==> config.mk <==
export PLATFORM = sky130hd
export DESIGN_NAME = source_tokenizer_top
export DESIGN_NICKNAME = d
export VERILOG_FILES = /design/src/stk_pkg.sv /design/src/stk_kw_match.sv /design/src/stk_lexer.sv /design/src/stk_out_buf.sv /design/src/source_tokenizer_top.sv
export SDC_FILE = /design/constraint.sdc
export NUM_CORES = 1
export LEC_CHECK = 0
export ABC_AREA = 1
export BUFFER_PORTS_ARGS = -buffer_cell sky130_fd_sc_hd__buf_2
export CAP_MARGIN = 20
export CELL_PAD_IN_SITES_DETAIL_PLACEMENT = 1
export CELL_PAD_IN_SITES_GLOBAL_PLACEMENT = 1
export CORE_MARGIN = 2
export CORE_UTILIZATION = 41
export DETAILED_ROUTE_END_ITERATION = 7
export GPL_TIMING_DRIVEN = 0
export HOLD_SLACK_MARGIN = 0.03
export PLACE_DENSITY_LB_ADDON = 0.1
export SLEW_MARGIN = 20
export SYNTH_ARGS = -nofsm -noshare
export SYNTH_HDL_FRONTEND = slang
export SYNTH_HIERARCHICAL = 1
export SYNTH_SLANG_ARGS = --single-unit
==> constraint.sdc <==
create_clock -name clk_i -period 3 [get_ports clk_i]
set_input_delay 0 -clock clk_i [delete_from_list [all_inputs] [get_ports clk_i]]
set_output_delay 0 -clock clk_i [all_outputs]
set_load 0.02 [all_outputs]
==> src/stk_pkg.sv <==
// ----------------------------------------------------------------------------
// Source tokenizer package
// Shared token kinds and the result record passed between the tokenizer parts.
// ----------------------------------------------------------------------------
`default_nettype none

package stk_pkg;

  localparam int unsigned KindW = 5;

  localparam logic [KindW-1:0] KindEof     = 5'd0;
  localparam logic [KindW-1:0] KindId      = 5'd1;
  localparam logic [KindW-1:0] KindInt     = 5'd2;
  localparam logic [KindW-1:0] KindString  = 5'd3;
  localparam logic [KindW-1:0] KindEq      = 5'd4;
  localparam logic [KindW-1:0] KindEqEq    = 5'd5;
  localparam logic [KindW-1:0] KindSemi    = 5'd6;
  localparam logic [KindW-1:0] KindLParen  = 5'd7;
  localparam logic [KindW-1:0] KindRParen  = 5'd8;
  localparam logic [KindW-1:0] KindComma   = 5'd9;
  localparam logic [KindW-1:0] KindStar    = 5'd10;
  localparam logic [KindW-1:0] KindSlash   = 5'd11;
  localparam logic [KindW-1:0] KindPlus    = 5'd12;
  localparam logic [KindW-1:0] KindMinus   = 5'd13;
  localparam logic [KindW-1:0] KindGt      = 5'd14;
  localparam logic [KindW-1:0] KindLt      = 5'd15;
  localparam logic [KindW-1:0] KindLBrace  = 5'd16;
  localparam logic [KindW-1:0] KindRBrace  = 5'd17;
  localparam logic [KindW-1:0] KindOr      = 5'd18;
  localparam logic [KindW-1:0] KindAnd     = 5'd19;
  localparam logic [KindW-1:0] KindIf      = 5'd20;
  localparam logic [KindW-1:0] KindWhile   = 5'd21;
  localparam logic [KindW-1:0] KindFunc    = 5'd22;
  localparam logic [KindW-1:0] KindReturn  = 5'd23;
  localparam logic [KindW-1:0] KindElse    = 5'd24;
  localparam logic [KindW-1:0] KindUnterm  = 5'd25;

  localparam int unsigned MaxRes = 3;

  typedef struct packed {
    logic             is_end;
    logic [KindW-1:0] kind;
    logic [7:0]       text_byte;
    logic             literal_bit;
    logic             last;
  } stk_res_t;

  typedef struct packed {
    logic [KindW-1:0] kind;
    logic             literal_bit;
  } stk_kw_hit_t;

endpackage

`default_nettype wire

==> src/stk_kw_match.sv <==
// ----------------------------------------------------------------------------
// Keyword matcher
// Classifies a finished identifier as a keyword, a boolean literal or a name.
// ----------------------------------------------------------------------------
`default_nettype none

module stk_kw_match import stk_pkg::*; (
  input  wire logic [47:0] kw_chars_i,
  input  wire logic [2:0]  kw_len_i,
  output stk_kw_hit_t      hit_o
);

  localparam logic [47:0] TxtOr     = {32'd0, "ro"};
  localparam logic [47:0] TxtAnd    = {24'd0, "dna"};
  localparam logic [47:0] TxtIf     = {32'd0, "fi"};
  localparam logic [47:0] TxtWhile  = {8'd0, "elihw"};
  localparam logic [47:0] TxtTrue   = {16'd0, "eurt"};
  localparam logic [47:0] TxtFalse  = {8'd0, "eslaf"};
  localparam logic [47:0] TxtFunc   = {16'd0, "cnuf"};
  localparam logic [47:0] TxtReturn = "nruter";
  localparam logic [47:0] TxtElse   = {16'd0, "esle"};

  always_comb begin
    hit_o = '{kind: KindId, literal_bit: 1'b0};
    if (kw_len_i == 3'd2 && kw_chars_i == TxtOr) begin
      hit_o.kind = KindOr;
    end else if (kw_len_i == 3'd3 && kw_chars_i == TxtAnd) begin
      hit_o.kind = KindAnd;
    end else if (kw_len_i == 3'd2 && kw_chars_i == TxtIf) begin
      hit_o.kind = KindIf;
    end else if (kw_len_i == 3'd5 && kw_chars_i == TxtWhile) begin
      hit_o.kind = KindWhile;
    end else if (kw_len_i == 3'd4 && kw_chars_i == TxtTrue) begin
      hit_o.kind        = KindInt;
      hit_o.literal_bit = 1'b1;
    end else if (kw_len_i == 3'd5 && kw_chars_i == TxtFalse) begin
      hit_o.kind = KindInt;
    end else if (kw_len_i == 3'd4 && kw_chars_i == TxtFunc) begin
      hit_o.kind = KindFunc;
    end else if (kw_len_i == 3'd6 && kw_chars_i == TxtReturn) begin
      hit_o.kind = KindReturn;
    end else if (kw_len_i == 3'd4 && kw_chars_i == TxtElse) begin
      hit_o.kind = KindElse;
    end
  end

endmodule

`default_nettype wire

==> src/stk_lexer.sv <==
// ----------------------------------------------------------------------------
// Tokenizer scan logic
// Holds the scan state and turns one request into up to three results.
// ----------------------------------------------------------------------------
`default_nettype none

module stk_lexer import stk_pkg::*; (
  input  wire logic       clk_i,
  input  wire logic       rst_ni,
  input  wire logic       advance_i,
  input  wire logic [7:0] char_i,
  input  wire logic       eoi_i,
  output stk_res_t        res_o [MaxRes],
  output logic [1:0]      res_n_o
);

  typedef enum logic [2:0] {
    ModeIdle,
    ModeIdent,
    ModeNumber,
    ModeString,
    ModeEquals,
    ModeHalted
  } mode_e;

  function automatic logic is_letter(logic [7:0] c);
    return (c >= "a" && c <= "z") || (c >= "A" && c <= "Z");
  endfunction

  function automatic logic is_digit(logic [7:0] c);
    return c >= "0" && c <= "9";
  endfunction

  function automatic logic [KindW-1:0] punct_kind(logic [7:0] c);
    logic [KindW-1:0] k;
    case (c)
      ";":     k = KindSemi;
      "(":     k = KindLParen;
      ")":     k = KindRParen;
      ",":     k = KindComma;
      "*":     k = KindStar;
      "/":     k = KindSlash;
      "+":     k = KindPlus;
      "-":     k = KindMinus;
      ">":     k = KindGt;
      "<":     k = KindLt;
      "{":     k = KindLBrace;
      "}":     k = KindRBrace;
      default: k = KindEof;
    endcase
    return k;
  endfunction

  function automatic stk_res_t mk_text(logic [7:0] c);
    return '{is_end: 1'b0, kind: KindEof, text_byte: c, literal_bit: 1'b0, last: 1'b0};
  endfunction

  function automatic stk_res_t mk_end(logic [KindW-1:0] k, logic lit);
    return '{is_end: 1'b1, kind: k, text_byte: 8'd0, literal_bit: lit, last: 1'b0};
  endfunction

  mode_e       mode_q, mode_d;
  logic [47:0] kw_q, kw_d;
  logic [2:0]  len_q, len_d;
  stk_kw_hit_t kw_hit;

  stk_kw_match u_kw_match (
    .kw_chars_i (kw_q),
    .kw_len_i   (len_q),
    .hit_o      (kw_hit)
  );

  // Result of starting a fresh token from the idle state.
  mode_e            si_mode;
  logic [47:0]      si_kw;
  logic [2:0]       si_len;
  logic [1:0]       si_n;
  stk_res_t         si_r0, si_r1;
  logic [KindW-1:0] pk;

  always_comb begin
    si_mode = ModeIdle;
    si_kw   = '0;
    si_len  = '0;
    si_n    = 2'd0;
    si_r0   = mk_text(char_i);
    si_r1   = mk_end(KindEof, 1'b0);
    pk      = punct_kind(char_i);
    if (char_i == " " || char_i == 8'h0d || char_i == 8'h0a) begin
      si_n = 2'd0;
    end else if (is_letter(char_i) || char_i == "_") begin
      si_n    = 2'd1;
      si_kw   = {40'd0, char_i};
      si_len  = 3'd1;
      si_mode = ModeIdent;
    end else if (is_digit(char_i)) begin
      si_n    = 2'd1;
      si_mode = ModeNumber;
    end else if (char_i == "\"") begin
      si_mode = ModeString;
    end else if (char_i == "=") begin
      si_n    = 2'd1;
      si_mode = ModeEquals;
    end else if (pk != KindEof) begin
      si_n  = 2'd2;
      si_r1 = mk_end(pk, 1'b0);
    end else begin
      si_n    = 2'd1;
      si_r0   = mk_end(KindEof, 1'b0);
      si_mode = ModeHalted;
    end
  end

  always_comb begin
    logic [1:0] idx;
    logic       take_si;
    idx     = 2'd0;
    take_si = 1'b0;
    res_o   = '{default: '0};
    mode_d  = mode_q;
    kw_d    = kw_q;
    len_d   = len_q;
    if (eoi_i) begin
      mode_d = ModeIdle;
      kw_d   = '0;
      len_d  = '0;
      unique case (mode_q)
        ModeIdent: begin
          res_o[idx] = mk_end(kw_hit.kind, kw_hit.literal_bit);
          idx = idx + 2'd1;
        end
        ModeNumber: begin
          res_o[idx] = mk_end(KindInt, 1'b0);
          idx = idx + 2'd1;
        end
        ModeString: begin
          res_o[idx] = mk_end(KindUnterm, 1'b0);
          idx = idx + 2'd1;
        end
        ModeEquals: begin
          res_o[idx] = mk_end(KindEq, 1'b0);
          idx = idx + 2'd1;
        end
        default: ;
      endcase
      if (mode_q != ModeHalted) begin
        res_o[idx] = mk_end(KindEof, 1'b0);
        idx = idx + 2'd1;
      end
    end else begin
      unique case (mode_q)
        ModeHalted: ;
        ModeIdent: begin
          if (is_letter(char_i) || is_digit(char_i) || char_i == "_") begin
            res_o[idx] = mk_text(char_i);
            idx = idx + 2'd1;
            for (int i = 0; i < 6; i++) begin
              if (len_q == 3'(i)) begin
                kw_d[8*i +: 8] = char_i;
              end
            end
            if (len_q != 3'd7) begin
              len_d = len_q + 3'd1;
            end
          end else begin
            res_o[idx] = mk_end(kw_hit.kind, kw_hit.literal_bit);
            idx = idx + 2'd1;
            take_si = 1'b1;
          end
        end
        ModeNumber: begin
          if (is_digit(char_i)) begin
            res_o[idx] = mk_text(char_i);
            idx = idx + 2'd1;
          end else begin
            res_o[idx] = mk_end(KindInt, 1'b0);
            idx = idx + 2'd1;
            take_si = 1'b1;
          end
        end
        ModeString: begin
          if (char_i == "\"") begin
            res_o[idx] = mk_end(KindString, 1'b0);
            idx = idx + 2'd1;
            mode_d = ModeIdle;
          end else begin
            res_o[idx] = mk_text(char_i);
            idx = idx + 2'd1;
          end
        end
        ModeEquals: begin
          if (char_i == "=") begin
            res_o[idx] = mk_text(char_i);
            idx = idx + 2'd1;
            res_o[idx] = mk_end(KindEqEq, 1'b0);
            idx = idx + 2'd1;
            mode_d = ModeIdle;
          end else begin
            res_o[idx] = mk_end(KindEq, 1'b0);
            idx = idx + 2'd1;
            take_si = 1'b1;
          end
        end
        default: begin
          take_si = 1'b1;
        end
      endcase
      if (take_si) begin
        mode_d = si_mode;
        kw_d   = si_kw;
        len_d  = si_len;
        if (si_n != 2'd0) begin
          res_o[idx] = si_r0;
          idx = idx + 2'd1;
        end
        if (si_n == 2'd2) begin
          res_o[idx] = si_r1;
          idx = idx + 2'd1;
        end
      end
    end
    if (idx != 2'd0) begin
      res_o[idx - 2'd1].last = 1'b1;
    end
    res_n_o = idx;
  end

  always_ff @(posedge clk_i or negedge rst_ni) begin
    if (!rst_ni) begin
      mode_q <= ModeIdle;
      kw_q   <= '0;
      len_q  <= '0;
    end else if (advance_i) begin
      mode_q <= mode_d;
      kw_q   <= kw_d;
      len_q  <= len_d;
    end
  end

  a_last_of_three: assert property (@(posedge clk_i) disable iff (!rst_ni)
    res_n_o == 2'd3 |-> res_o[2].last && !res_o[1].last && !res_o[0].last)
    else $error("three-result request does not flag only its final result");

  a_halted_silent: assert property (@(posedge clk_i) disable iff (!rst_ni)
    mode_q == ModeHalted |-> res_n_o == 2'd0)
    else $error("halted scanner produced a result");

  a_kw_len_bound: assert property (@(posedge clk_i) disable iff (!rst_ni)
    mode_q != ModeIdent |-> len_q == 3'd0 || mode_q == ModeString)
    else $error("identifier length left over outside an identifier");

endmodule

`default_nettype wire

==> src/stk_out_buf.sv <==
// ----------------------------------------------------------------------------
// Result buffer
// Holds the results of one request and hands them out one per cycle while the receiver is ready.
// ----------------------------------------------------------------------------
`default_nettype none

module stk_out_buf import stk_pkg::*; (
  input  wire logic       clk_i,
  input  wire logic       rst_ni,
  input  wire logic       load_i,
  input  wire stk_res_t   res_i [MaxRes],
  input  wire logic [1:0] res_n_i,
  input  wire logic       pop_ready_i,
  output logic            valid_o,
  output stk_res_t        head_o,
  output logic            free_o
);

  stk_res_t   res_q [MaxRes];
  logic [1:0] rem_q;
  logic       pop;

  assign valid_o = rem_q != 2'd0;
  assign head_o  = res_q[0];
  assign pop     = valid_o && pop_ready_i;
  assign free_o  = rem_q == 2'd0 || (rem_q == 2'd1 && pop_ready_i);

  always_ff @(posedge clk_i or negedge rst_ni) begin
    if (!rst_ni) begin
      rem_q <= 2'd0;
    end else if (load_i) begin
      rem_q <= res_n_i;
    end else if (pop) begin
      rem_q <= rem_q - 2'd1;
    end
  end

  always_ff @(posedge clk_i) begin
    if (load_i) begin
      res_q <= res_i;
    end else if (pop) begin
      res_q[0] <= res_q[1];
      res_q[1] <= res_q[2];
    end
  end

  a_load_when_free: assert property (@(posedge clk_i) disable iff (!rst_ni)
    load_i |-> rem_q == 2'd0 || (rem_q == 2'd1 && pop))
    else $error("result buffer loaded while results were pending");

  a_final_flagged: assert property (@(posedge clk_i) disable iff (!rst_ni)
    rem_q == 2'd1 |-> res_q[0].last)
    else $error("final pending result is not flagged last");

  a_inner_unflagged: assert property (@(posedge clk_i) disable iff (!rst_ni)
    rem_q == 2'd2 || rem_q == 2'd3 |-> !res_q[0].last)
    else $error("last flag on a result that is not final");

endmodule

`default_nettype wire

==> src/source_tokenizer_top.sv <==
// ----------------------------------------------------------------------------
// Source tokenizer
// Streaming lexer: source bytes in, token text bytes and token ends out.
//
// The slave channel takes one request per source byte; tlast marks end of
// source. The master channel gives results: a text byte of the current
// token, or a token end carrying its kind, with tlast on the final result
// caused by each request.
// A request is held in the input register; its results are then loaded into
// a three-entry result buffer once the buffer is free. The buffer hands out
// one result per cycle while the receiver is ready; a request yields at most
// three results, and the buffer drain rate sets the throughput.
// The input register takes a new request while results still wait.
// Reset returns the scanner to idle with no pending token and empties
// both registers. When the receiver stalls, the buffer holds its results
// and the slave side stops once the input register is full.
// ----------------------------------------------------------------------------
`default_nettype none

module source_tokenizer_top import stk_pkg::*; (
  input  wire logic        clk_i,
  input  wire logic        rst_ni,
  input  wire logic        s_axis_tvalid_i,
  output logic             s_axis_tready_o,
  input  wire logic [7:0]  s_axis_tdata_i,  // [7:0] char_byte
  input  wire logic        s_axis_tlast_i,  // end_of_input
  output logic             m_axis_tvalid_o,
  input  wire logic        m_axis_tready_i,
  output logic [15:0]      m_axis_tdata_o,  // [7:0] text_byte, [8] literal_bit
  output logic [5:0]       m_axis_tuser_o,  // [0] is_end, [5:1] kind
  output logic             m_axis_tlast_o   // last
);

  logic       in_vld_q;
  logic [7:0] in_char_q;
  logic       in_eoi_q;
  logic       advance;
  logic       buf_free;
  stk_res_t   lex_res [MaxRes];
  logic [1:0] lex_n;
  stk_res_t   head;

  assign advance         = in_vld_q && buf_free;
  assign s_axis_tready_o = !in_vld_q || advance;

  always_ff @(posedge clk_i or negedge rst_ni) begin
    if (!rst_ni) begin
      in_vld_q <= 1'b0;
    end else if (s_axis_tready_o) begin
      in_vld_q <= s_axis_tvalid_i;
    end
  end

  always_ff @(posedge clk_i) begin
    if (s_axis_tready_o && s_axis_tvalid_i) begin
      in_char_q <= s_axis_tdata_i;
      in_eoi_q  <= s_axis_tlast_i;
    end
  end

  stk_lexer u_lexer (
    .clk_i     (clk_i),
    .rst_ni    (rst_ni),
    .advance_i (advance),
    .char_i    (in_char_q),
    .eoi_i     (in_eoi_q),
    .res_o     (lex_res),
    .res_n_o   (lex_n)
  );

  stk_out_buf u_out_buf (
    .clk_i       (clk_i),
    .rst_ni      (rst_ni),
    .load_i      (advance),
    .res_i       (lex_res),
    .res_n_i     (lex_n),
    .pop_ready_i (m_axis_tready_i),
    .valid_o     (m_axis_tvalid_o),
    .head_o      (head),
    .free_o      (buf_free)
  );

  assign m_axis_tdata_o = {7'd0, head.literal_bit, head.text_byte};
  assign m_axis_tuser_o = {head.kind, head.is_end};
  assign m_axis_tlast_o = head.last;

endmodule

`default_nettype wire

Yosys cells after proc, flatten, opt, wreduce, memory -nomap -nowiden
Index checks and enable logic that the tools add are counted.

storage, ports and cells
  register bits = 114
  input port bits = 13
  word-level logic and storage cells = 269

operators by class
  add/subtract/negate cells = 6
  mux-type cells = 114
  eq/ne operators = 44
  bitwise operators = 7
  $lt $le $gt $ge = 14
  reduce and logical (&&, ||, !) cells = 57

operators by type and width
  kind                                                    number
  2-to-1 mux 48 bit                                       13
  2-to-1 mux 16 bit                                       23
  bitwise mux 48 bit                                      3
  equality test 48 x 31 -> 1 bit (second input constant)  3
  demux 16 bit (select 2 bit)                             4
  one-hot mux 16 bit (4 select lines)                     2
  equality test 8 x 6 -> 1 bit (second input constant)    13
  equality test 48 x 15 -> 1 bit (second input constant)  2
  equality test 48 x 39 -> 1 bit (second input constant)  2
  2-to-1 mux 32 bit                                       2
  one-hot mux 5 bit (12 select lines)                     1
  2-to-1 mux 8 bit                                        7
  equality test 48 x 23 -> 1 bit (second input constant)  1
  equality test 48 x 47 -> 1 bit (second input constant)  1
  2-to-1 mux 3 bit                                        16
  AND 45 bit                                              1
  2-to-1 mux 5 bit                                        9
  NOT 45 bit                                              1
  2-to-1 mux 2 bit                                        18
  AND reduction 4 bit                                     8
  nonzero test 3 bit                                      9
  equality test 8 x 7 -> 1 bit (second input constant)    3
  logical AND 1 bit                                       20
  equality test 8 x 4 -> 1 bit (second input constant)    2
  other kinds (33)                                        78

Logic depth before layout (Yosys ltp)
  depth in word-level cells = 26
  gate-level depth with buffers = 21

By module
The synthesis kept the hierarchy.

modules (own cells, without submodules)
  module                times used  cells an instance  sequential area each (um2)  area each (um2)
  stk_lexer             1           581                1351.3                      3880.0
  stk_out_buf           1           189                1491.4                      2177.1
  stk_kw_match          1           215                0.0                         888.4
  source_tokenizer_top  1           25                 295.3                       379.1

Least setup slack after synthesis
No wires, ideal clock.

  kind = reg-to-reg
  start = register in_char_q[2]
  end = register u_out_buf.res_q, in the netlist u_out_buf/head_o[10] (data pin)
  arrival time = 2517 ps
  path slack = 231 ps
  data required time = 2748 ps
  stages on the path, launching flop included = 19
  period minus slack after synthesis = 2769 ps
  cells stage by stage = edfxtp_1 nand2_2 inv_2 nand2_2 a21oi_1 nor2_1 inv_1 o21ai_2 xor2_1 ha_1 inv_1 nor2_2 nand2_2 nand3_1 o21ai_1 nand2_1 nand2_1 nand2_1 nand2_1

RTL lines
  element                 RTL line                    text
  from (decl)             source_tokenizer_top.sv:35  logic [7:0] in_char_q;
  from (signal assigned)  source_tokenizer_top.sv:56  in_char_q <= s_axis_tdata_i;
  to (signal assigned)    stk_out_buf.sv:40           res_q <= res_i;
  to (decl)               stk_out_buf.sv:19           stk_res_t res_q [MaxRes];

==> impl_metrics.yaml <==
run_status:
  status: "finished, final reports clean"
clock_tree:
  clockBufferDepth: 2
  cts_buffers: 17
  cts_sinks: 114
  clkTransAtPathRegs_ns: 0.05
  h-tree-depth: 4
  cts_root_buffer: "clkbuf_16"
  cts_tree: "built"
  clk_latency_ns: 0.43
timing:
  whs_ns: 0.199
  fin_ws_ns: 0.00566
  setup_viol: 0
  hold_violations: 0
  fmax_mhz: 334
  fin_crit_sh_pct: 99.8
  skew_ns: 0.0119
  relSlewSlack_pct: 47.1
  final.min_clock_period_ns: 2.99
  slew_violations: 0
  tightestPinTransition_ns: 0.794
setup_path:
  critPathCaptureType: "flop"
  reg2reg_from: "in_char_q[1]$_DFFE_PP_"
  startpoint_type: "flop"
  path_class: "reg2reg"
  rr_worst_depth: 19
  rr_endpoint: "u_out_buf/head_o[4]$_DFFE_PP_"
  cp.arrival_ns: 3.17
  path_max_fanout: 7
  required_ns: 3.18
  reg2reg_slack_ns: 0.006
global_routing:
  grt_antenna_before_repair: 0
  groute.usage.overall_pct: 25.7
  grt_max_degree: 58
  overflow: 0
  grt_pass1_vias: 6864
  grt_pass1_wl_um: 36400
synthesis:
  ys_seq_area_share_pct: 42.8
  synth_warnings: 6
  synth-edff-count: 57
  async_flop_share_pct: 50.0
  avgSynthCellArea_um2: 7.25
  synth-seq-cells: 114
  synth_ff_type: "edfxtp_1"
  syn_area_mm2: 0.00732
  synth_cell_types: 41
  syn_inst: 1010
floorplan:
  io_pins: 38
  die_w_um: 138
  die_h_um: 138
  num_rows: 48
  die_area_mm2: 0.0190
  start_util_pct: 42.2
  core-area_mm2: 0.0174
final_layout:
  most-common-layout-cells: "nand2_1 (356), nor2_1 (124), inv_1 (83), buf_4 (76), nand3_1 (66)"
  diodes: 0
  fillers: 2242
  nNetsFinal: 1150
  final_common_cell: "nand2_1"
  multi_input_area_mm2: 0.00364
  regArea_mm2: 0.00314
  final_cell_area_mm2: 0.00899
  drive_gt1_share_pct: 22.2
  area_growth_syn_to_layout_pct: 22.7
detailed_routing:
  via_count: 6939
  viasPerCell: 5.09
  detail_route.wl_per_cell_um: 17.5
  postRouteAntennaNets: 0
  wirelength_um: 23800
  first_pass_iters: 5
  initialDrtViolationCount: 476
  drc: 0
power:
  ir_worst_vdd_mv: 0.632
  internal_power_mw: 5.00
  p_sw_share_pct: 45.6
  p_sw_mw: 4.19
  finalPower_mw: 9.19
  leakage_nw: 4.42
  p_clk_share_pct: 20.4
  combPwrFrac_pct: 49.5
  power.density_mw_per_mm2: 1020
  seqPwrFrac_pct: 30.1
job:
  drv_cap: 0
placement:
  place_area_mm2: 0.00784
  globalplace.congestion: 0.900
  port_buffers: 30
  dp.final_hpwl_um: 17000
  post-place-ws_ns: -0.663
hold_path:
  hold_class: "in2async"
[per-stage QoR]
step	util [%]	std cells	TNS (ns)
detailed placement	45.2	1282	-11.24
global route	51.8	1362	-1.20
global placement	45.0	1281	-18.91
floorplan	-	1026	0
CTS	50.1	1339	-0.0175
finish	51.8	1362	0
[synth_stat cells (4+ instances only)]
cell	instances	area, um2
nand4_1	18	113
nand2_1	368	1380
nand2_2	23	144
o21ai_1	16	80.1
ha_1	13	163
nor2_2	10	62.6
buf_6	5	56.3
inv_2	14	52.6
nand3_2	6	60.1
nor2_1	134	503
nand3_1	70	350
dfrtp_1	57	1430
edfxtp_1	57	1710
nor2_4	4	45.0
nor3_1	14	70.1
inv_1	90	338
o21ai_0	19	95.1
a21oi_1	20	100
buf_4	40	300
[worst max-delay path by stage]
stage / start / endpoint / slack (ns)
after floorplan: in_char_q[2]$_DFFE_PP_ / u_out_buf/head_o[10]$_DFFE_PP_ / 0.23
after global placement: in_char_q[1]$_DFFE_PP_ / u_out_buf/head_o[4]$_DFFE_PP_ / -0.62
after detailed placement: in_char_q[1]$_DFFE_PP_ / u_out_buf/head_o[4]$_DFFE_PP_ / -0.66
after CTS: in_char_q[0]$_DFFE_PP_ / u_out_buf/head_o[4]$_DFFE_PP_ / -0.02
after global routing: in_char_q[1]$_DFFE_PP_ / u_out_buf/head_o[4]$_DFFE_PP_ / -0.15
final: in_char_q[1]$_DFFE_PP_ / u_out_buf/head_o[4]$_DFFE_PP_ / 0.006
[sequential cells by signal (all words and copies together) (netlist names)]
register and cells:
u_lexer/kw_q 48, u_out_buf/res_q 32, u_out_buf/head_o 16, in_char_q 8, u_lexer/len_q 3, u_lexer/mode_q 3
u_out_buf/rem_q 2, in_eoi_q 1, in_vld_q 1
[logic make-up after synthesis]
logic type | Yosys count | share of synthesized area (%)
AND/OR/NAND/NOR | 660 | 38.9
buffers and inverters | 158 | 10.9
flip-flops | 114 | 42.8
AO/OA/AOI/OAI | 62 | 4.89
adder cells (fa/ha/maj) | 13 | 2.22
other | 2 | 0.103
XOR/XNOR | 1 | 0.120
[power groups by stage]
stage          combinational, mW  clock [mW]  sequential [mW]
6_report                    4.55        1.87             2.76
5_1_grt                     5.03        1.97             2.84
4_1_cts                     4.33        1.91             2.77
3_5_place_dp                4.18           0             2.80
3_3_place_gp                4.06           0             2.79
2_1_floorplan               3.00           0             2.69
[worst max-delay path: stages, from the launching register on]
cell and delay (ns):
edfxtp_1 0.36, buf_4 0.19, inv_2 0.15, nor2_4 0.05, nand2_1 0.10, nand2_1 0.07, nand2_2 0.11, nand3_2 0.12
nor2_4 0.16, o21ai_4 0.09, xor2_2 0.22, ha_2 0.23, inv_1 0.07, nor2_4 0.15, nand3b_1 0.19, nor2_1 0.07
nor2_2 0.17, nor2_1 0.07, nand2_1 0.10, nand2_1 0.05
[per-layer routing]
layer	GRT usage (%)	wire length [um]
met2	39.8	10700
met4	6.19	343
met1	37.2	11500
met3	4.67	1200
met5	0	0
[cell type report]
cell class              instances  area share [%]
repair buffers                 79            6.29
plain buffers                  51            4.43
clock buffers                  23            5.44
clock inverters                 9           0.626
well taps                     225            3.13
inverters                     107            4.70
flip-flops and latches        114            34.9
multi-input cells             754            40.5
[repair_timing]
action	in CTS	in global routing
buffers inserted	12	23
pin swaps	5	21
hold endpoints to repair	69	0
hold buffers	13	0
setup endpoints to repair	48	23
resized for setup	23	37
(Power assumes the default switching activity.)
